[src/rtl/elpv_pkg.sv]
package elpv_pkg;

  localparam int unsigned CountWidth = 9;
  localparam logic [CountWidth-1:0] CountLimit = 9'd511;
  localparam logic [7:0] MaxLengthReset = 8'd64;

  localparam logic [7:0] QuoteChar = 8'd34;
  localparam logic [7:0] BackslashChar = 8'd92;
  localparam logic [7:0] DotChar = 8'd46;
  localparam logic [7:0] TabChar = 8'd9;
  localparam logic [7:0] PrintLow = 8'd32;
  localparam logic [7:0] PrintHigh = 8'd126;

  localparam logic [3:0] ERR_OK = 4'd0;
  localparam logic [3:0] ERR_EMPTY = 4'd1;
  localparam logic [3:0] ERR_TOO_LONG = 4'd2;
  localparam logic [3:0] ERR_QUOTED_EMPTY = 4'd3;
  localparam logic [3:0] ERR_BAD_ESCAPE = 4'd4;
  localparam logic [3:0] ERR_BAD_QUOTED = 4'd5;
  localparam logic [3:0] ERR_EDGE_DOT = 4'd6;
  localparam logic [3:0] ERR_DOUBLE_DOT = 4'd7;
  localparam logic [3:0] ERR_BAD_PLAIN = 4'd8;

  localparam logic [1:0] QERR_NONE = 2'd0;
  localparam logic [1:0] QERR_ESCAPE = 2'd1;
  localparam logic [1:0] QERR_QUOTED = 2'd2;

  localparam logic [1:0] PERR_NONE = 2'd0;
  localparam logic [1:0] PERR_DOUBLE_DOT = 2'd1;
  localparam logic [1:0] PERR_BAD_CHAR = 2'd2;

  typedef struct packed {
    logic [7:0] byte_value;
    logic       has_byte;
    logic       end_of_string;
  } elpv_item_t;

  typedef struct packed {
    logic       is_valid;
    logic [3:0] error_code;
    logic       was_quoted;
  } elpv_result_t;

  function automatic logic plain_ok(input logic [7:0] c);
    logic ok;
    ok = 1'b0;
    if (c inside {[8'd65:8'd90], [8'd97:8'd122], [8'd48:8'd57]}) begin
      ok = 1'b1;
    end else if (c inside {8'd33, 8'd35, 8'd36, 8'd37, 8'd38, 8'd39, 8'd42, 8'd43,
                           8'd45, 8'd47, 8'd61, 8'd63, 8'd94, 8'd95, 8'd96, 8'd123,
                           8'd124, 8'd125, 8'd126, 8'd46}) begin
      ok = 1'b1;
    end
    return ok;
  endfunction

  function automatic logic printable(input logic [7:0] c);
    return (c >= PrintLow) && (c <= PrintHigh);
  endfunction

endpackage

[src/rtl/elpv_ifs.sv]
interface elpv_in_if;
  logic       valid;
  logic       ready;
  logic [7:0] byte_value;
  logic       has_byte;
  logic       end_of_string;

  modport source (output valid, output byte_value, output has_byte,
                  output end_of_string, input ready);
  modport sink (input valid, input byte_value, input has_byte,
                input end_of_string, output ready);
endinterface

interface elpv_out_if;
  logic       valid;
  logic       ready;
  logic       is_valid;
  logic [3:0] error_code;
  logic       was_quoted;

  modport source (output valid, output is_valid, output error_code,
                  output was_quoted, input ready);
  modport sink (input valid, input is_valid, input error_code,
                input was_quoted, output ready);
endinterface

interface elpv_cfg_if;
  logic       valid;
  logic       ready;
  logic [7:0] max_length;

  modport source (output valid, output max_length, input ready);
  modport sink (input valid, input max_length, output ready);
endinterface

[src/rtl/elpv_in_stage.sv]
module elpv_in_stage
  import elpv_pkg::*;
(
  input  logic        clk,
  input  logic        rst,
  elpv_in_if.sink     chars,
  input  logic        take,
  output logic        valid,
  output elpv_item_t  item
);

  assign chars.ready = !valid || take;

  always_ff @(posedge clk) begin
    if (rst) begin
      valid <= 1'b0;
    end else if (chars.ready) begin
      valid <= chars.valid;
    end
  end

  always_ff @(posedge clk) begin
    if (chars.ready && chars.valid) begin
      item.byte_value <= chars.byte_value;
      item.has_byte <= chars.has_byte;
      item.end_of_string <= chars.end_of_string;
    end
  end

endmodule

[src/rtl/elpv_check.sv]
module elpv_check
  import elpv_pkg::*;
(
  input  logic         clk,
  input  logic         rst,
  input  logic         fire,
  input  elpv_item_t   item,
  input  logic [7:0]   max_length,
  output elpv_result_t result
);

  logic [CountWidth-1:0] byte_count, byte_count_next;
  logic [7:0] first_byte, first_byte_next;
  logic [7:0] pending_byte, pending_byte_next;
  logic escape_pending, escape_pending_next;
  logic dot_before, dot_before_next;
  logic [1:0] quoted_first_error, quoted_first_error_next;
  logic [1:0] plain_first_error, plain_first_error_next;
  logic [7:0] c;
  logic [3:0] code;
  logic quoted;

  assign c = item.byte_value;

  always_comb begin
    byte_count_next = byte_count;
    first_byte_next = first_byte;
    pending_byte_next = pending_byte;
    escape_pending_next = escape_pending;
    dot_before_next = dot_before;
    quoted_first_error_next = quoted_first_error;
    plain_first_error_next = plain_first_error;
    if (item.has_byte) begin
      if (byte_count >= CountWidth'(2)) begin
        if (escape_pending) begin
          escape_pending_next = 1'b0;
          if (pending_byte != TabChar && !printable(pending_byte)
              && quoted_first_error == QERR_NONE) begin
            quoted_first_error_next = QERR_ESCAPE;
          end
        end else if (pending_byte == BackslashChar) begin
          escape_pending_next = 1'b1;
        end else if ((!printable(pending_byte) || pending_byte == QuoteChar)
                     && quoted_first_error == QERR_NONE) begin
          quoted_first_error_next = QERR_QUOTED;
        end
      end
      if (byte_count == '0) begin
        first_byte_next = c;
      end
      if (c == DotChar) begin
        if (dot_before && plain_first_error == PERR_NONE) begin
          plain_first_error_next = PERR_DOUBLE_DOT;
        end
        dot_before_next = 1'b1;
      end else begin
        dot_before_next = 1'b0;
        if (!plain_ok(c) && plain_first_error == PERR_NONE) begin
          plain_first_error_next = PERR_BAD_CHAR;
        end
      end
      pending_byte_next = c;
      if (byte_count < CountLimit) begin
        byte_count_next = byte_count + CountWidth'(1);
      end
    end
  end

  always_comb begin
    code = ERR_OK;
    quoted = 1'b0;
    if (byte_count_next == '0) begin
      code = ERR_EMPTY;
    end else if (byte_count_next > {1'b0, max_length}) begin
      code = ERR_TOO_LONG;
    end else if (first_byte_next == QuoteChar && pending_byte_next == QuoteChar) begin
      quoted = 1'b1;
      if (byte_count_next <= CountWidth'(2)) begin
        code = ERR_QUOTED_EMPTY;
      end else if (quoted_first_error_next == QERR_ESCAPE) begin
        code = ERR_BAD_ESCAPE;
      end else if (quoted_first_error_next == QERR_QUOTED) begin
        code = ERR_BAD_QUOTED;
      end
    end else begin
      if (first_byte_next == DotChar || pending_byte_next == DotChar) begin
        code = ERR_EDGE_DOT;
      end else if (plain_first_error_next == PERR_DOUBLE_DOT) begin
        code = ERR_DOUBLE_DOT;
      end else if (plain_first_error_next == PERR_BAD_CHAR) begin
        code = ERR_BAD_PLAIN;
      end
    end
    result.is_valid = (code == ERR_OK);
    result.error_code = code;
    result.was_quoted = quoted;
  end

  always_ff @(posedge clk) begin
    if (rst || (fire && item.end_of_string)) begin
      byte_count <= '0;
      first_byte <= '0;
      pending_byte <= '0;
      escape_pending <= 1'b0;
      dot_before <= 1'b0;
      quoted_first_error <= QERR_NONE;
      plain_first_error <= PERR_NONE;
    end else if (fire) begin
      byte_count <= byte_count_next;
      first_byte <= first_byte_next;
      pending_byte <= pending_byte_next;
      escape_pending <= escape_pending_next;
      dot_before <= dot_before_next;
      quoted_first_error <= quoted_first_error_next;
      plain_first_error <= plain_first_error_next;
    end
  end

endmodule

[src/rtl/elpv_out_stage.sv]
module elpv_out_stage
  import elpv_pkg::*;
(
  input  logic          clk,
  input  logic          rst,
  input  logic          load,
  input  elpv_result_t  result,
  output logic          room,
  elpv_out_if.source    verdict
);

  assign room = !verdict.valid || verdict.ready;

  always_ff @(posedge clk) begin
    if (rst) begin
      verdict.valid <= 1'b0;
    end else if (load) begin
      verdict.valid <= 1'b1;
    end else if (verdict.ready) begin
      verdict.valid <= 1'b0;
    end
  end

  always_ff @(posedge clk) begin
    if (load) begin
      verdict.is_valid <= result.is_valid;
      verdict.error_code <= result.error_code;
      verdict.was_quoted <= result.was_quoted;
    end
  end

endmodule

[src/rtl/email_local_part_validator.sv]
// The verdict is registered as the string-ending beat leaves the input register.
// Throughput: one byte beat per cycle; a waiting verdict holds a string-ending beat
// in the input register, and only then is the input stalled until the verdict leaves.
// Reset (rst, synchronous): clears the string state, empties both registers and
// sets max_length to 64.
module email_local_part_validator
  import elpv_pkg::*;
(
  input  logic        clk,
  input  logic        rst,
  elpv_in_if.sink     chars,
  elpv_cfg_if.sink    cfg,
  elpv_out_if.source  verdict
);

  logic         s1_valid;
  elpv_item_t   s1_item;
  logic         s1_fire;
  logic         room;
  logic         load;
  elpv_result_t result;
  logic [7:0]   max_length;

  assign cfg.ready = 1'b1;

  always_ff @(posedge clk) begin
    if (rst) begin
      max_length <= MaxLengthReset;
    end else if (cfg.valid) begin
      max_length <= cfg.max_length;
    end
  end

  // advance a held beat unless it ends a string and the result slot is full
  assign s1_fire = s1_valid && (!s1_item.end_of_string || room);
  assign load = s1_fire && s1_item.end_of_string;

  elpv_in_stage u_in (
    .clk   (clk),
    .rst   (rst),
    .chars (chars),
    .take  (s1_fire),
    .valid (s1_valid),
    .item  (s1_item)
  );

  elpv_check u_check (
    .clk        (clk),
    .rst        (rst),
    .fire       (s1_fire),
    .item       (s1_item),
    .max_length (max_length),
    .result     (result)
  );

  elpv_out_stage u_out (
    .clk     (clk),
    .rst     (rst),
    .load    (load),
    .result  (result),
    .room    (room),
    .verdict (verdict)
  );

  a_load_shows: assert property (@(posedge clk) disable iff (rst)
    load |=> verdict.valid)
    else $error("verdict not presented after string end");

  a_ok_flag: assert property (@(posedge clk) disable iff (rst)
    verdict.valid |-> (verdict.is_valid == (verdict.error_code == ERR_OK)))
    else $error("is_valid disagrees with error_code");

  a_quoted_codes: assert property (@(posedge clk) disable iff (rst)
    (verdict.valid && verdict.was_quoted) |->
      (verdict.error_code == ERR_OK || verdict.error_code == ERR_QUOTED_EMPTY ||
       verdict.error_code == ERR_BAD_ESCAPE || verdict.error_code == ERR_BAD_QUOTED))
    else $error("quoted verdict with unquoted error");

  a_no_overwrite: assert property (@(posedge clk) disable iff (rst)
    (verdict.valid && !verdict.ready) |-> !load)
    else $error("pending verdict overwritten");

endmodule
[src/flat_wrapper.sv]
// flat-port wrapper written by rule: the top's interface ports become plain ports
module email_local_part_validator_flat import elpv_pkg::*;
  (clk, rst, chars_valid, chars_byte_value, chars_has_byte, chars_end_of_string, chars_ready, cfg_valid, cfg_max_length, cfg_ready, verdict_valid, verdict_is_valid, verdict_error_code, verdict_was_quoted, verdict_ready);
  elpv_in_if chars_i ();
  elpv_cfg_if cfg_i ();
  elpv_out_if verdict_i ();
  input  logic clk;
  input  logic rst;
  input wire logic [$bits(chars_i.valid)-1:0] chars_valid;
  input wire logic [$bits(chars_i.byte_value)-1:0] chars_byte_value;
  input wire logic [$bits(chars_i.has_byte)-1:0] chars_has_byte;
  input wire logic [$bits(chars_i.end_of_string)-1:0] chars_end_of_string;
  output wire logic [$bits(chars_i.ready)-1:0] chars_ready;
  input wire logic [$bits(cfg_i.valid)-1:0] cfg_valid;
  input wire logic [$bits(cfg_i.max_length)-1:0] cfg_max_length;
  output wire logic [$bits(cfg_i.ready)-1:0] cfg_ready;
  output wire logic [$bits(verdict_i.valid)-1:0] verdict_valid;
  output wire logic [$bits(verdict_i.is_valid)-1:0] verdict_is_valid;
  output wire logic [$bits(verdict_i.error_code)-1:0] verdict_error_code;
  output wire logic [$bits(verdict_i.was_quoted)-1:0] verdict_was_quoted;
  input wire logic [$bits(verdict_i.ready)-1:0] verdict_ready;
  assign chars_i.valid = chars_valid;
  assign chars_i.byte_value = chars_byte_value;
  assign chars_i.has_byte = chars_has_byte;
  assign chars_i.end_of_string = chars_end_of_string;
  assign chars_ready = chars_i.ready;
  assign cfg_i.valid = cfg_valid;
  assign cfg_i.max_length = cfg_max_length;
  assign cfg_ready = cfg_i.ready;
  assign verdict_valid = verdict_i.valid;
  assign verdict_is_valid = verdict_i.is_valid;
  assign verdict_error_code = verdict_i.error_code;
  assign verdict_was_quoted = verdict_i.was_quoted;
  assign verdict_i.ready = verdict_ready;
  email_local_part_validator u_core (.clk(clk), .rst(rst), .chars(chars_i), .cfg(cfg_i), .verdict(verdict_i));
endmodule
[config.mk]
export PLATFORM = sky130hd
export DESIGN_NAME = email_local_part_validator_flat
export DESIGN_NICKNAME = d
export VERILOG_FILES = /design/src/rtl/elpv_pkg.sv /design/src/rtl/elpv_ifs.sv /design/src/rtl/elpv_in_stage.sv /design/src/rtl/elpv_check.sv /design/src/rtl/elpv_out_stage.sv /design/src/rtl/email_local_part_validator.sv /design/src/flat_wrapper.sv
export SDC_FILE = /design/constraint.sdc
export NUM_CORES = 1
export LEC_CHECK = 0
export BUFFER_PORTS_ARGS = -buffer_cell sky130_fd_sc_hd__buf_2
export CORE_ASPECT_RATIO = 1.5
export CORE_MARGIN = 2
export CORE_UTILIZATION = 60
export CTS_BUF_LIST = sky130_fd_sc_hd__clkbuf_4
export CTS_CLUSTER_DIAMETER = 120
export CTS_CLUSTER_SIZE = 30
export DETAILED_ROUTE_END_ITERATION = 12
export PLACE_DENSITY_LB_ADDON = 0.08
export SETUP_SLACK_MARGIN = 0.2
export SLEW_MARGIN = 20
export SYNTH_ARGS = -nofsm -noshare
export SYNTH_HDL_FRONTEND = slang
export SYNTH_SLANG_ARGS = --single-unit
[constraint.sdc]
create_clock -name clk -period 3.6 [get_ports clk]
set_input_delay 0.54 -clock clk [delete_from_list [all_inputs] [get_ports clk]]
set_output_delay 0.54 -clock clk [all_outputs]
set_load 0.01 [all_outputs]
-- Word level (Yosys, flattened, before mapping)
Cells that the tools add are included.
- add/sub/neg operators: 1
- $lt $le $gt $ge: 12
- equal/unequal tests: 31
- mux-type cells: 34
- reduce and logical (&&, ||, !) cells: 35
- operator list (cell ; number):
    8-bit by 6-bit equality test with 1-bit output, second input constant ; 18
    8-bit by 7-bit equality test with 1-bit output, second input constant ; 8
    8-bit by 7-bit <= comparator with 1-bit output, second input constant ; 3
    4-bit two-way mux ; 6
    8-bit two-way mux ; 3
    2-bit two-way mux ; 10
    20-bit nonzero test ; 1
    9-bit zero test ; 2
    9-bit two-way mux ; 2
    8-bit by 6-bit greater-or-equal comparator with 1-bit output, second input constant ; 2
    8-bit by 7-bit greater-or-equal comparator with 1-bit output, second input constant ; 2
    1-bit logical AND ; 13
    1-bit two-way mux ; 10
    9-bit by 1-bit adder with 9-bit output, second input constant ; 1
    9-bit by 2-bit greater-or-equal comparator with 1-bit output, second input constant ; 1
    9-bit by 8-bit greater-than comparator with 1-bit output ; 1
    9-bit by 2-bit <= comparator with 1-bit output, second input constant ; 1
    9-bit < comparator, second input constant ; 1
    3-bit two-way mux ; 3
    8-bit by 6-bit <= comparator with 1-bit output, second input constant ; 1
    8-bit by 4-bit != test with 1-bit output, second input constant ; 1
    1-bit logical OR ; 6
    1-bit zero test ; 5
    2-bit by 1-bit equality test with 1-bit output, second input constant ; 2
    other kinds (8) ; 10
- bits in registers: 57
- output and inout port bits: 9

-- Logic depth before layout (Yosys ltp)
Gate-level depths: netlist of the first run.
- word-level depth: 19
- depth in mapped cells: 14
- depth with buffers taken out: 13

-- By module
From an unflattened synthesis of the first run, not the netlist that was laid out.
- cell total of the unflattened synthesis: 349
- area, all modules: 3146.8 um2
- modules (own cells, without submodules) (module ; instances ; cells each ; area an instance (um2)):
    elpv_check ; 1 ; 293 ; 2245.9
    elpv_in_stage ; 1 ; 15 ; 355.3
    email_local_part_validator ; 1 ; 31 ; 319.1
    elpv_out_stage ; 1 ; 10 ; 226.5

-- Least setup slack after synthesis of the first run
No wires, ideal clock.
- path type: register -> register
- start: reg u_core.u_check.byte_count[3]
- end: reg u_core.u_out.verdict.error_code[3], data pin
- arrival: 2.440 ns
- required time: 3.337 ns
- path slack: 0.897 ns
- cell stages (with the launch flop): 15
- clock period less this slack: 2.703 ns
- cell sequence: dfxtp_1 buf_4 nand3_1 nor2_1 and3_1 a21oi_1 mux2i_1 inv_1 ha_1 nand2_1 o21ai_0 a31oi_1 o31ai_1 or2_1 nor4b_1
- RTL lines (element ; line ; RTL):
    start: declaration ; elpv_check.sv:12 ; logic [CountWidth-1:0] byte_count, byte_count_next;
    start signal: assignment ; elpv_check.sv:109 ; byte_count <= byte_count_next;
    end: declaration ; elpv_ifs.sv:21 ; modport source (output valid, output is_valid, output error_code,

==> results of run 1 <==
==> cell families after synthesis <==
group / count (synthesis) / share of synthesized area (%)
mux: 25 / 7.55
other cells: 1 / 0.113
buf+inv: 43 / 6.13
compound gates: 68 / 15.1
flops: 57 / 39.1
simple gates: 158 / 26.2
xor+xnor: 5 / 1.32
fa+ha+maj: 12 / 4.51
==> final cells by class <==
| cell class | count | area, µm² |
|---|---|---|
| Multi-Input combinational cell | 269 | 1820 |
| Tap cell | 70 | 87.6 |
| Timing Repair Buffer | 38 | 210 |
| Clock inverter | 5 | 104 |
| Clock buffer | 11 | 82.6 |
| Fill cell | 458 | 1720 |
| Sequential cell | 57 | 1310 |
| Inverter | 21 | 78.8 |
==> power breakdown <==
group | internal [mW] | switching, mW | total [mW]
clock | 0.368 | 0.242 | 0.610
combinational | 0.0627 | 0.0850 | 0.148
sequential | 0.683 | 0.0231 | 0.706
==> critical path, cell delays in order (launching register included) <==
cell and delay, ns:
dfxtp_1 0.49, nand3_1 0.17, nor2_1 0.26, and3_1 0.25
a21oi_1 0.09, mux2i_1 0.21, inv_1 0.06, ha_1 0.31
nand2_1 0.06, o21ai_0 0.08, a31oi_1 0.21, o31ai_1 0.11
buf_4 0.16, or2_1 0.23, nor4b_1 0.25
==> sequential cells by signal, summed over array words and instances (netlist names) <==
name,count
u_core.u_check.quoted_first_error,2
u_core.u_check.first_byte,8
u_core.u_check.byte_count,9
u_core.u_check.pending_byte,8
u_core.u_out.verdict.was_quoted,1
u_core.max_length,8
u_core.u_out.verdict.is_valid,1
u_core.u_out.verdict.valid,1
u_core.u_check.escape_pending,1
u_core.u_in.valid,1
u_core.u_out.verdict.error_code,4
u_core.u_check.plain_first_error,2
u_core.u_check.dot_before,1
u_core.u_in.item,10
==> worst max path at each step <==
stage                                         startpoint  cells after the start                                             to
3_3_place_gp   u_core.u_check.byte_count[3]$_SDFFE_PP0P_                     14  u_core.u_out.verdict.was_quoted$_SDFFCE_PP0P_
4_1_cts        u_core.u_check.byte_count[3]$_SDFFE_PP0P_                     14   u_core.u_out.verdict.error_code[3]$_DFFE_PP_
6_report       u_core.u_check.byte_count[4]$_SDFFE_PP0P_                     14   u_core.u_out.verdict.error_code[3]$_DFFE_PP_
2_1_floorplan  u_core.u_check.byte_count[3]$_SDFFE_PP0P_                     14   u_core.u_out.verdict.error_code[3]$_DFFE_PP_
5_1_grt        u_core.u_check.byte_count[4]$_SDFFE_PP0P_                     14   u_core.u_out.verdict.error_code[3]$_DFFE_PP_
3_5_place_dp   u_core.u_check.byte_count[3]$_SDFFE_PP0P_                     14   u_core.u_out.verdict.error_code[3]$_DFFE_PP_
==> metal layers <==
metal | vias up | part of all wire (%) | GRT usage, %
met3 | 29 | 2.7 | 6.02
li1 | 1396 | - | -
met1 | 1326 | 39 | 25.6
met4 | 0 | 4.4 | 14.7
met2 | 67 | 54 | 48.5
met5 | - | 0 | 0
==> metrics by stage <==
| stage | power [mW] | std cells | util [%] |
|---|---|---|---|
| after global routing | 1.52 | 471 | 68.3 |
| after CTS | 1.48 | 471 | 68.2 |
| final | 1.46 | 471 | 68.3 |
| after detailed placement | 0.867 | 455 | 64.7 |
| after floorplan | 0.823 | 369 | - |
| after global placement | 0.864 | 455 | 64.7 |
==> placed cells by master (no fill, tap or decap), types with 6 or more instances in the layout <==
cell,count
nand4_1,8
o21ai_0,10
buf_2,30
nor3_1,15
clkbuf_4,11
a21oi_1,20
nor4_1,8
a31oi_1,6
edfxtp_1,16
dfxtp_1,37
nand3_1,7
mux2i_1,24
nor2_1,56
nand2_1,23
buf_4,8
inv_1,20
ha_1,12
==> key figures, run 1 <==
Outcome
  – Status: finished clean

Die
  – IO Count: 32
  – Starting density of the core: 61.6%
  – Die Ht: 95.2 µm
  – Site Rows: 33
  – DIE WIDTH: 64.8 µm
  – Core ar.: 5410 µm²
  – Die Area: 6170 µm²

Critical path
  – CP required: 3.83 ns
  – Crit Path Class: reg -> reg
  – Reg-to-reg setup timing slack: 0.47 ns
  – Crit path max fanout: 7
  – CP Capture Type: register
  – CP Launch Type: register
  – Critical path arrival: 3.35 ns
  – Worst Reg2Reg Path Length in Cells: 14
  – RR Startpoint: u_core.u_check.byte_count[4]$_SDFFE_PP0P_
  – RR Endpoint: u_core.u_out.verdict.error_code[3]$_DFFE_PP_

Hold path
  – Hold WC Path Type: in -> reg
  – Hold endpoint: u_core.u_in.item[8]$_DFFE_PP_
  – Worst hold start: chars_byte_value[6]
  – Hold Crit Depth: 1

Clock tree
  – TritonCTS clock tree: done
  – Longest Clk Path Bufs: 2
  – Worst skew pair latency: 0.41 ns
  – CTS sink count: 57
  – Num CTS Buffers: 9
  – CTS root buffer: clkbuf_4
  – Worst-path clk slew: 0.10 ns
  – Postcts setup bufs: 0
  – Post-cts resize count: 0
  – Hold Buf Count CTS: 0
  – H-tree Lvls: 3

Logic synthesis
  – Netlist cell types: 68
  – Share of async-settable or async-resettable flops after synthesis: 0%
  – Seq cells post-synth: 57
  – Synth top area cells: dfxtp_1 25%, edfxtp_1 14%, mux2i_1 7.2%
  – Commonest cells in the netlist: 56 x nor2_1, 41 x dfxtp_1, 24 x mux2i_1
  – Post-synth EDFFs: 16
  – Top FF cell, synth: dfxtp_1
  – Mean Syn Cell Area: 9.02 µm²
  – Mapped cell area: 3330 µm²
  – Part of the Yosys area used for sequential elements: 39.1%
  – Syn_nets: 404
  – Mapped Cells: 369
  – Most common cell in the netlist: nor2_1
  – Synth warn: 0
  – Top cell type's share of synthesized area: 24.7%
  – Largest area contributor in the netlist: dfxtp_1

Global routing
  – Overflow after GRT: 0
  – First-pass GRT wire length: 12100 µm
  – Pin count of the biggest net entering global routing: 32
  – Vias in the first global route: 2698
  – Initial antenna violation count: 0
  – Overall routing resource usage: 25.8%

STA
  – Clock skew: 0.00968 ns
  – RSZ-0062 raised after global routing: no
  – Fin. Hold Viols: 0
  – Part of the cycle the worst path needs: 86.9%
  – Worst slew margin: 58.5%
  – Setup ws final: 0.472 ns
  – Max Freq: 320 MHz
  – Final min period: 3.13 ns
  – Setup TNS: 0 ns
  – Hold WS: 0.304 ns
  – Slew Limit Fails: 0
  – Slew @ Worst Pin: 0.622 ns
  – Number of setup violations in the final report: 0

Drt
  – ANT nets after route: 0
  – First-pass iteration count of the detailed router: 4
  – Final Routed Wirelength: 7380 µm
  – # DRC: 0
  – Average vias per placed instance: 5.98
  – Initial DRC count: 200
  – Vias: 2818
  – Wirelength per Cell: 15.7 µm

Job
  – Max Cap Viol: 0

Placed design
  – DP Wirelength: 5470 µm
  – Port-buffer cells: 30
  – Place WS: 0.389 ns
  – Placed cell areas: 3500 µm²
  – GP Congestion: 0.900

Final layout
  – Diode count: 0
  – Layout cells sized above 1: 19.2%
  – Total Nets Final: 431
  – Final Cell Area: 3690 µm²
  – Synth-to-Final Area Change: 10.9%

Power
  – P_leak: 1.42 nW
  – Max IR drop VDD: 0.000280 V
  – Pwr Density: 396 nW/µm²
(Power assumes the default switching activity.)
==> run 2: changes to the inputs <==
- CTS_CLUSTER_DIAMETER: 120 -> 80
- clock period: 3.6 -> 3.8 ns (I/O delays scaled with it)
==> run 2 against run 1 <==
Against the previous run: utilization fell by 1.1 points; via count rose by 0.18%; register-to-register slack improved by 0.08 ns; design area fell by 1.6%; wire length rose by 1.9%; clock power fell by 19%; die area did not move; first-iteration DRC count fell by 33%; maximum frequency fell by 3.6%; sequential power fell by 4.8%; critical path type unchanged; largest cell class unchanged; largest power group unchanged.
==> key figures, run 2 (synthesized netlist as in run 1, its figures left out) <==
Outcome
  – Status: finished clean

Critical path
  – RR Startpoint: u_core.u_check.byte_count[6]$_SDFFE_PP0P_
  – Max incr delay on CP: 0.53 ns
  – Reg-to-reg setup timing slack: 0.55 ns
  – RR Endpoint: u_core.u_out.verdict.error_code[3]$_DFFE_PP_
  – CP bufs+invs: 1
  – Crit path max fanout: 10
  – Slowest cell on crit path: dfxtp_1
  – Crit Path Class: reg -> reg
  – CP Launch Type: register
  – CP Capture Type: register
  – Crit-path cells: nand3_1 -> nor2_1 -> and3_1 -> a21oi_1 -> mux2i_1 -> inv_1 -> ha_1 -> nand2_1 -> o21ai_0 -> a31oi_1 -> o31ai_2 -> or2_1 -> nor4b_1
  – CP required: 4.01 ns
  – Worst Reg2Reg Path Length in Cells: 13
  – CP top delay family: simple AND/OR/NAND/NOR gates
  – Critical path arrival: 3.45 ns

Final layout
  – Most frequent cells in the layout: 56 x nor2_1, 40 x dfxtp_1, 30 x buf_2
  – Commonest non-fill, non-tap cell in the layout: nor2_1
  – Top flop regs: u_core.u_in.item: 10 flops, u_core.u_check.byte_count: 9 flops
  – Synth-to-Final Area Change: 9.21%
  – Layout cells sized above 1: 17.6%
  – Max reg flops: 10
  – Number of fill cells: 453
  – Flip-flop and latch area: 1300 µm²
  – Multi-input logic area: 1830 µm²
  – Total Nets Final: 427
  – Final Cell Area: 3640 µm²
  – Diode count: 0
  – Non-Filler Instances: 467
  – Reg with most FFs: u_core.u_in.item

Drt
  – ANT nets after route: 0
  – # DRC: 0
  – Wirelength per Cell: 16.1 µm
  – Average vias per placed instance: 6.04
  – Initial DRC count: 135
  – Final Routed Wirelength: 7510 µm
  – Highest Signal Layer: met4
  – Met2 Wirelength: 4170 µm
  – Met1 wire length: 2850 µm
  – First-pass iteration count of the detailed router: 4
  – Metal3 WL: 244 µm
  – Vias: 2823

Placed design
  – Placed cell areas: 3470 µm²
  – GP Congestion: 0.879
  – Placed cells: 451
  – Port-buffer cells: 30
  – DP Wirelength: 5610 µm

Hold path
  – Worst hold start: chars_end_of_string
  – Hold WC Path Type: in -> reg
  – Hold endpoint: u_core.u_in.item[0]$_DFFE_PP_
  – Hold Crit Depth: 1

Die
  – Core ar.: 5410 µm²
  – DIE WIDTH: 64.8 µm
  – Die Ht: 95.2 µm
  – Die Area: 6170 µm²
  – Starting density of the core: 61.6%
  – Site Rows: 33
  – IO Count: 32

Power
  – Pwr Density: 359 nW/µm²
  – Internal Power: 976 µW
  – Sequential power share: 51.6%
  – P_leak: 1.38 nW
  – Sw Share: 25.2%
  – Switch Pwr: 328 µW
  – Max IR drop VDD: 0.000448 V
  – Comb power frac: 10.4%
  – Clock share of power: 38.0%

STA
  – Number of setup violations in the final report: 0
  – Clock skew: 0.0147 ns
  – Max Freq: 308 MHz
  – Fin. Hold Viols: 0
  – Slew Limit Fails: 0
  – RSZ-0062 raised after global routing: no
  – Worst slew margin: 58.2%
  – Final min period: 3.25 ns
  – Hold WS: 0.337 ns
  – Setup TNS: 0 ns
  – Part of the cycle the worst path needs: 85.4%
  – Slew @ Worst Pin: 0.627 ns

Clock tree
  – Longest Clk Path Bufs: 2
  – CTS root buffer: clkbuf_4
  – Worst skew pair latency: 0.40 ns
  – H-tree Lvls: 3
  – Hold Buf Count CTS: 0
  – Postcts setup bufs: 0
  – TritonCTS clock tree: done
  – Post-cts resize count: 0
  – Num CTS Buffers: 9
  – Worst-path clk slew: 0.10 ns
  – CTS sink count: 57

Global routing
  – Overflow after GRT: 0
  – Overall routing resource usage: 26.0%
  – First-pass GRT wire length: 12100 µm
  – Pin count of the biggest net entering global routing: 32
  – Vias in the first global route: 2666
  – Initial antenna violation count: 0

Job
  – Max Cap Viol: 0
==> run 2: cell count changes in the layout (fill, tap and decap cells not counted), sizes merged <==
cell and change:
buf -4, clkinv +2, clkbuf -1, bufinv -1
==> run 2: worst max path at each step <==
stage / from / end / slack (ns) / cells past startpoint
final: u_core.u_check.byte_count[6]$_SDFFE_PP0P_ / u_core.u_out.verdict.error_code[3]$_DFFE_PP_ / 0.55 / 13
after global routing: u_core.u_check.byte_count[6]$_SDFFE_PP0P_ / u_core.u_out.verdict.error_code[3]$_DFFE_PP_ / 0.31 / 13
after CTS: u_core.u_check.byte_count[4]$_SDFFE_PP0P_ / u_core.u_out.verdict.was_quoted$_SDFFCE_PP0P_ / 0.39 / 13
after detailed placement: u_core.u_check.byte_count[4]$_SDFFE_PP0P_ / u_core.u_out.verdict.error_code[3]$_DFFE_PP_ / 0.39 / 13
after floorplan: u_core.u_check.byte_count[3]$_SDFFE_PP0P_ / u_core.u_out.verdict.error_code[3]$_DFFE_PP_ / 1.10 / 14
after global placement: u_core.u_check.byte_count[4]$_SDFFE_PP0P_ / u_core.u_out.verdict.error_code[3]$_DFFE_PP_ / 0.57 / 13
==> run 2: power by group through the flow <==
| stage | sequential, mW | combinational (mW) | clock, mW |
|---|---|---|---|
| 6_report | 0.672 | 0.136 | 0.496 |
| 5_1_grt | 0.675 | 0.151 | 0.536 |
| 4_1_cts | 0.672 | 0.137 | 0.505 |
| 3_5_place_dp | 0.686 | 0.136 | 0 |
| 3_3_place_gp | 0.685 | 0.133 | 0 |
| 2_1_floorplan | 0.674 | 0.106 | 0 |
==> run 2: final cells by class <==
type / count / share of cell area [%]
multi-input cells: 269 / 50.3
inverters: 21 / 2.17
flip-flops and latches: 57 / 35.8
well taps: 70 / 2.41
repair buffers: 34 / 4.96
clock inverters: 6 / 2.27
clock buffers: 10 / 2.06
==> run 2: layer usage <==
| metal | up-vias | GRT usage (%) |
|---|---|---|
| met1 | 1358 | 25.4 |
| met4 | 0 | 15.4 |
| li1 | 1393 | - |
| met5 | - | 0 |
| met3 | 16 | 5.79 |
| met2 | 56 | 49.1 |
==> run 2: stage by stage <==
step           power (mW)  util [%]  setup slack (ns)
2_1_floorplan       0.780         -              1.10
3_3_place_gp        0.818      64.2             0.572
3_5_place_dp        0.822      64.2             0.390
4_1_cts              1.31      67.1             0.386
5_1_grt              1.36      67.2             0.307
6_report             1.30      67.2             0.554
==> run 2: worst reg2reg max path, stage by stage (launching register included) <==
cell and delay [ns]:
dfxtp_1 0.53, nand3_1 0.23, nor2_1 0.31, and3_1 0.25, a21oi_1 0.09, mux2i_1 0.20
inv_1 0.07, ha_1 0.32, nand2_1 0.06, o21ai_0 0.09, a31oi_1 0.24, o31ai_2 0.12
or2_1 0.26, nor4b_1 0.28
==> run 3: changes to the inputs <==
- ABC_AREA: not set -> 1
- CTS_CLUSTER_SIZE: 30 -> not set
==> run 3 against run 2 <==
Against the previous run: non-clock buffer count fell by 2; clock power is 4% higher; worst setup slack improved by 0.27 ns; sequential cell count unchanged; global-route usage grew 2.7 points; sequential share of layout area down 3.5 points.
==> key figures, run 3 <==
Outcome
  – Status: finished clean

Global routing
  – Initial antenna violation count: 0
  – Overflow after GRT: 0
  – Vias in the first global route: 3404
  – First-pass GRT wire length: 14500 µm
  – Overall routing resource usage: 28.7%
  – Pin count of the biggest net entering global routing: 35

Clock tree
  – TritonCTS clock tree: done
  – Worst skew pair latency: 0.44 ns
  – Worst-path clk slew: 0.10 ns
  – Longest Clk Path Bufs: 2
  – Hold Buf Count CTS: 0
  – Num CTS Buffers: 9
  – Postcts setup bufs: 0
  – H-tree Lvls: 3
  – CTS sink count: 57
  – CTS root buffer: clkbuf_4
  – Post-cts resize count: 0

Critical path
  – Stages on worst setup path: 17
  – Slowest cell on crit path: edfxtp_1
  – Crit path from: u_core.u_in.item[1]$_DFFE_PP_
  – Most Frequent Cell on Critical Path: nand2_1
  – CP Launch Type: register
  – RR Endpoint: u_core.u_out.verdict.is_valid$_DFFE_PP_
  – Reg-to-reg setup timing slack: 0.83 ns
  – Max incr delay on CP: 0.86 ns
  – CP bufs+invs: 2
  – CP Capture Type: register
  – Crit Path Class: reg -> reg
  – CP top delay family: simple AND/OR/NAND/NOR gates
  – Setup crit end: u_core.u_out.verdict.is_valid$_DFFE_PP_
  – Worst Reg2Reg Path Length in Cells: 17
  – Critical path arrival: 3.27 ns
  – Crit-path cells: inv_1 -> nand2_1 -> nand2_1 -> inv_1 -> ha_1 -> nand2_1 -> o21bai_1 -> nand2_1 -> o21ai_0 -> nand2_1 -> nand2_1 -> nand2_1 -> a21oi_1 -> nand2_1 -> nor2_1 -> nand3_1 -> nor2_2
  – RR Startpoint: u_core.u_in.item[1]$_DFFE_PP_
  – Crit path max fanout: 27
  – CP required: 4.10 ns

Logic synthesis
  – Synth warn: 0
  – Mapped Cells: 559
  – Top FF cell, synth: dfxtp_1
  – Commonest cells in the netlist: 155 x nand2_1, 96 x inv_1, 56 x nor2_1
  – Share of async-settable or async-resettable flops after synthesis: 0%
  – Part of the Yosys area used for sequential elements: 35.2%
  – Synth top area cells: dfxtp_1 22%, nand2_1 16%, edfxtp_1 13%
  – Simple-Gate Fraction of Synth Area: 35.9%
  – Mux share of post-synthesis cell area: 0%
  – Compound-cell area share of the yosys netlist: 11.8%
  – Syn_nets: 594
  – Top cell type's share of synthesized area: 22.2%
  – Post-synth EDFFs: 16
  – Most common cell in the netlist: nand2_1
  – Synth Area in XOR/XNOR: 0.237%
  – Largest family of logic cells by synthesized area: simple AND/OR/NAND/NOR gates
  – Netlist cell types: 35
  – Seq cells post-synth: 57
  – Post-Synth Adder-Cell Area: 4.06%
  – Largest area contributor in the netlist: dfxtp_1
  – Mean Syn Cell Area: 6.61 µm²
  – Mapped cell area: 3700 µm²

Drt
  – Vias: 3527
  – Average vias per placed instance: 5.29
  – Final Routed Wirelength: 8910 µm
  – First-pass iteration count of the detailed router: 4
  – Wirelength per Cell: 13.4 µm
  – ANT nets after route: 0
  – Initial DRC count: 217
  – # DRC: 0

Final layout
  – Most frequent cells in the layout: 155 x nand2_1, 96 x inv_1, 56 x nor2_1
  – Layout cells sized above 1: 15.0%
  – Top flop regs: u_core.u_in.item: 10 flops, u_core.u_check.byte_count: 9 flops
  – Synth-to-Final Area Change: 8.94%
  – Commonest non-fill, non-tap cell in the layout: nand2_1
  – Max reg flops: 10
  – Reg with most FFs: u_core.u_in.item
  – Final Cell Area: 4030 µm²
  – Diode count: 0
  – Total Nets Final: 623

Power
  – Sequential power share: 46.2%
  – Switch Pwr: 470 µW
  – Sw Share: 31.4%
  – Comb power frac: 19.5%
  – Clock share of power: 34.3%
  – Internal Power: 1.03 mW
  – Max IR drop VDD: 0.000292 V
  – Pwr Density: 372 nW/µm²
  – P_leak: 2.06 nW

Placed design
  – Placed cell areas: 3870 µm²
  – GP Congestion: 0.879
  – DP Wirelength: 6710 µm
  – Place WS: 0.928 ns
  – Port-buffer cells: 30

STA
  – Slew Limit Fails: 0
  – Fin. Hold Viols: 0
  – Final min period: 2.97 ns
  – Setup ws final: 0.827 ns
  – Clock skew: 0.0179 ns
  – RSZ-0062 raised after global routing: no
  – Slew @ Worst Pin: 0.771 ns
  – Number of setup violations in the final report: 0
  – Worst slew margin: 48.6%
  – Max Freq: 336 MHz
  – Setup TNS: 0 ns
  – Part of the cycle the worst path needs: 78.2%
  – Hold WS: 0.308 ns

Die
  – Die Ht: 100 µm
  – DIE WIDTH: 68.1 µm
  – IO Count: 32
  – Die Area: 6820 µm²
  – Site Rows: 35
  – Core ar.: 6040 µm²
  – Starting density of the core: 61.2%

Hold path
  – Hold WC Path Type: in -> reg

Job
  – Max Cap Viol: 0
-- run 3: changes by cell type after synthesis, moves of 6 or more --
| cell | before | now |
|---|---|---|
| nand3_1 | 7 | 24 |
| o21ai_0 | 10 | 35 |
| nand2_2 | 0 | 13 |
| inv_1 | 20 | 96 |
| a21oi_1 | 20 | 33 |
| nor3_1 | 15 | 4 |
| nand2_1 | 23 | 155 |
| nor2_4 | 0 | 7 |
| a31oi_1 | 6 | 0 |
| mux2i_1 | 24 | 0 |
-- run 3: metrics by stage --
step           power (mW)  std cells  util [%]
6_report             1.50        667      66.6
5_1_grt              1.57        667      66.6
3_5_place_dp        0.995        651      64.0
3_3_place_gp        0.985        651      64.0
2_1_floorplan       0.921        559         -
4_1_cts              1.50        667      66.6
-- run 3: per-layer routing --
metal	vias to the layer above	GRT usage (%)	routed length (µm)
met1	1612	28.3	3540
met5	-	0	0
li1	1822	-	-
met3	23	6.50	251
met2	70	53.6	4850
met4	0	13.8	264
-- run 3: worst reg2reg max path, cell delays in order, from the launching register on --
cell	delay, ns
edfxtp_1	0.86
inv_1	0.24
nand2_1	0.13
nand2_1	0.10
inv_1	0.08
ha_1	0.22
nand2_1	0.11
o21bai_1	0.12
nand2_1	0.06
o21ai_0	0.14
nand2_1	0.06
nand2_1	0.05
nand2_1	0.06
a21oi_1	0.17
nand2_1	0.08
nor2_1	0.15
nand3_1	0.12
nor2_2	0.10
-- run 3: cell families after synthesis --
logic type      after synthesis
fa+ha+maj                    12
buf+inv                     116
compound gates               82
flops                        57
simple gates                290
xor+xnor                      1
other cells                   1
-- run 3: power groups by stage --
stage / sequential, mW / clock (mW) / combinational [mW]
4_1_cts: 0.691 / 0.521 / 0.293
2_1_floorplan: 0.692 / 0 / 0.229
3_3_place_gp: 0.704 / 0 / 0.281
3_5_place_dp: 0.705 / 0 / 0.290
5_1_grt: 0.696 / 0.542 / 0.334
6_report: 0.691 / 0.514 / 0.293
-- run 3: layout make-up --
class                      count  area, µm²
multi-input combinational    386       1920
tap                           74       92.6
clock buffer                  10       75.1
clock inverter                 6       82.6
timing repair buffer          32        165
sequential                    57       1300
fill                         588       2020
inverter                     102        385
-- run 3: how the worst min path moves through the flow --
stage          depth (start not counted)                               from  slack (ns)                                 to
2_1_floorplan                          2  u_core.max_length[7]$_SDFFE_PP0P_        0.43  u_core.max_length[7]$_SDFFE_PP0P_
3_3_place_gp                           2  u_core.max_length[5]$_SDFFE_PP0P_        0.45  u_core.max_length[5]$_SDFFE_PP0P_
3_5_place_dp                           2  u_core.max_length[7]$_SDFFE_PP0P_        0.45  u_core.max_length[7]$_SDFFE_PP0P_
4_1_cts                                1                chars_byte_value[4]        0.28      u_core.u_in.item[6]$_DFFE_PP_
5_1_grt                                1                chars_byte_value[2]        0.29      u_core.u_in.item[4]$_DFFE_PP_
6_report                               1                chars_byte_value[6]        0.31      u_core.u_in.item[8]$_DFFE_PP_
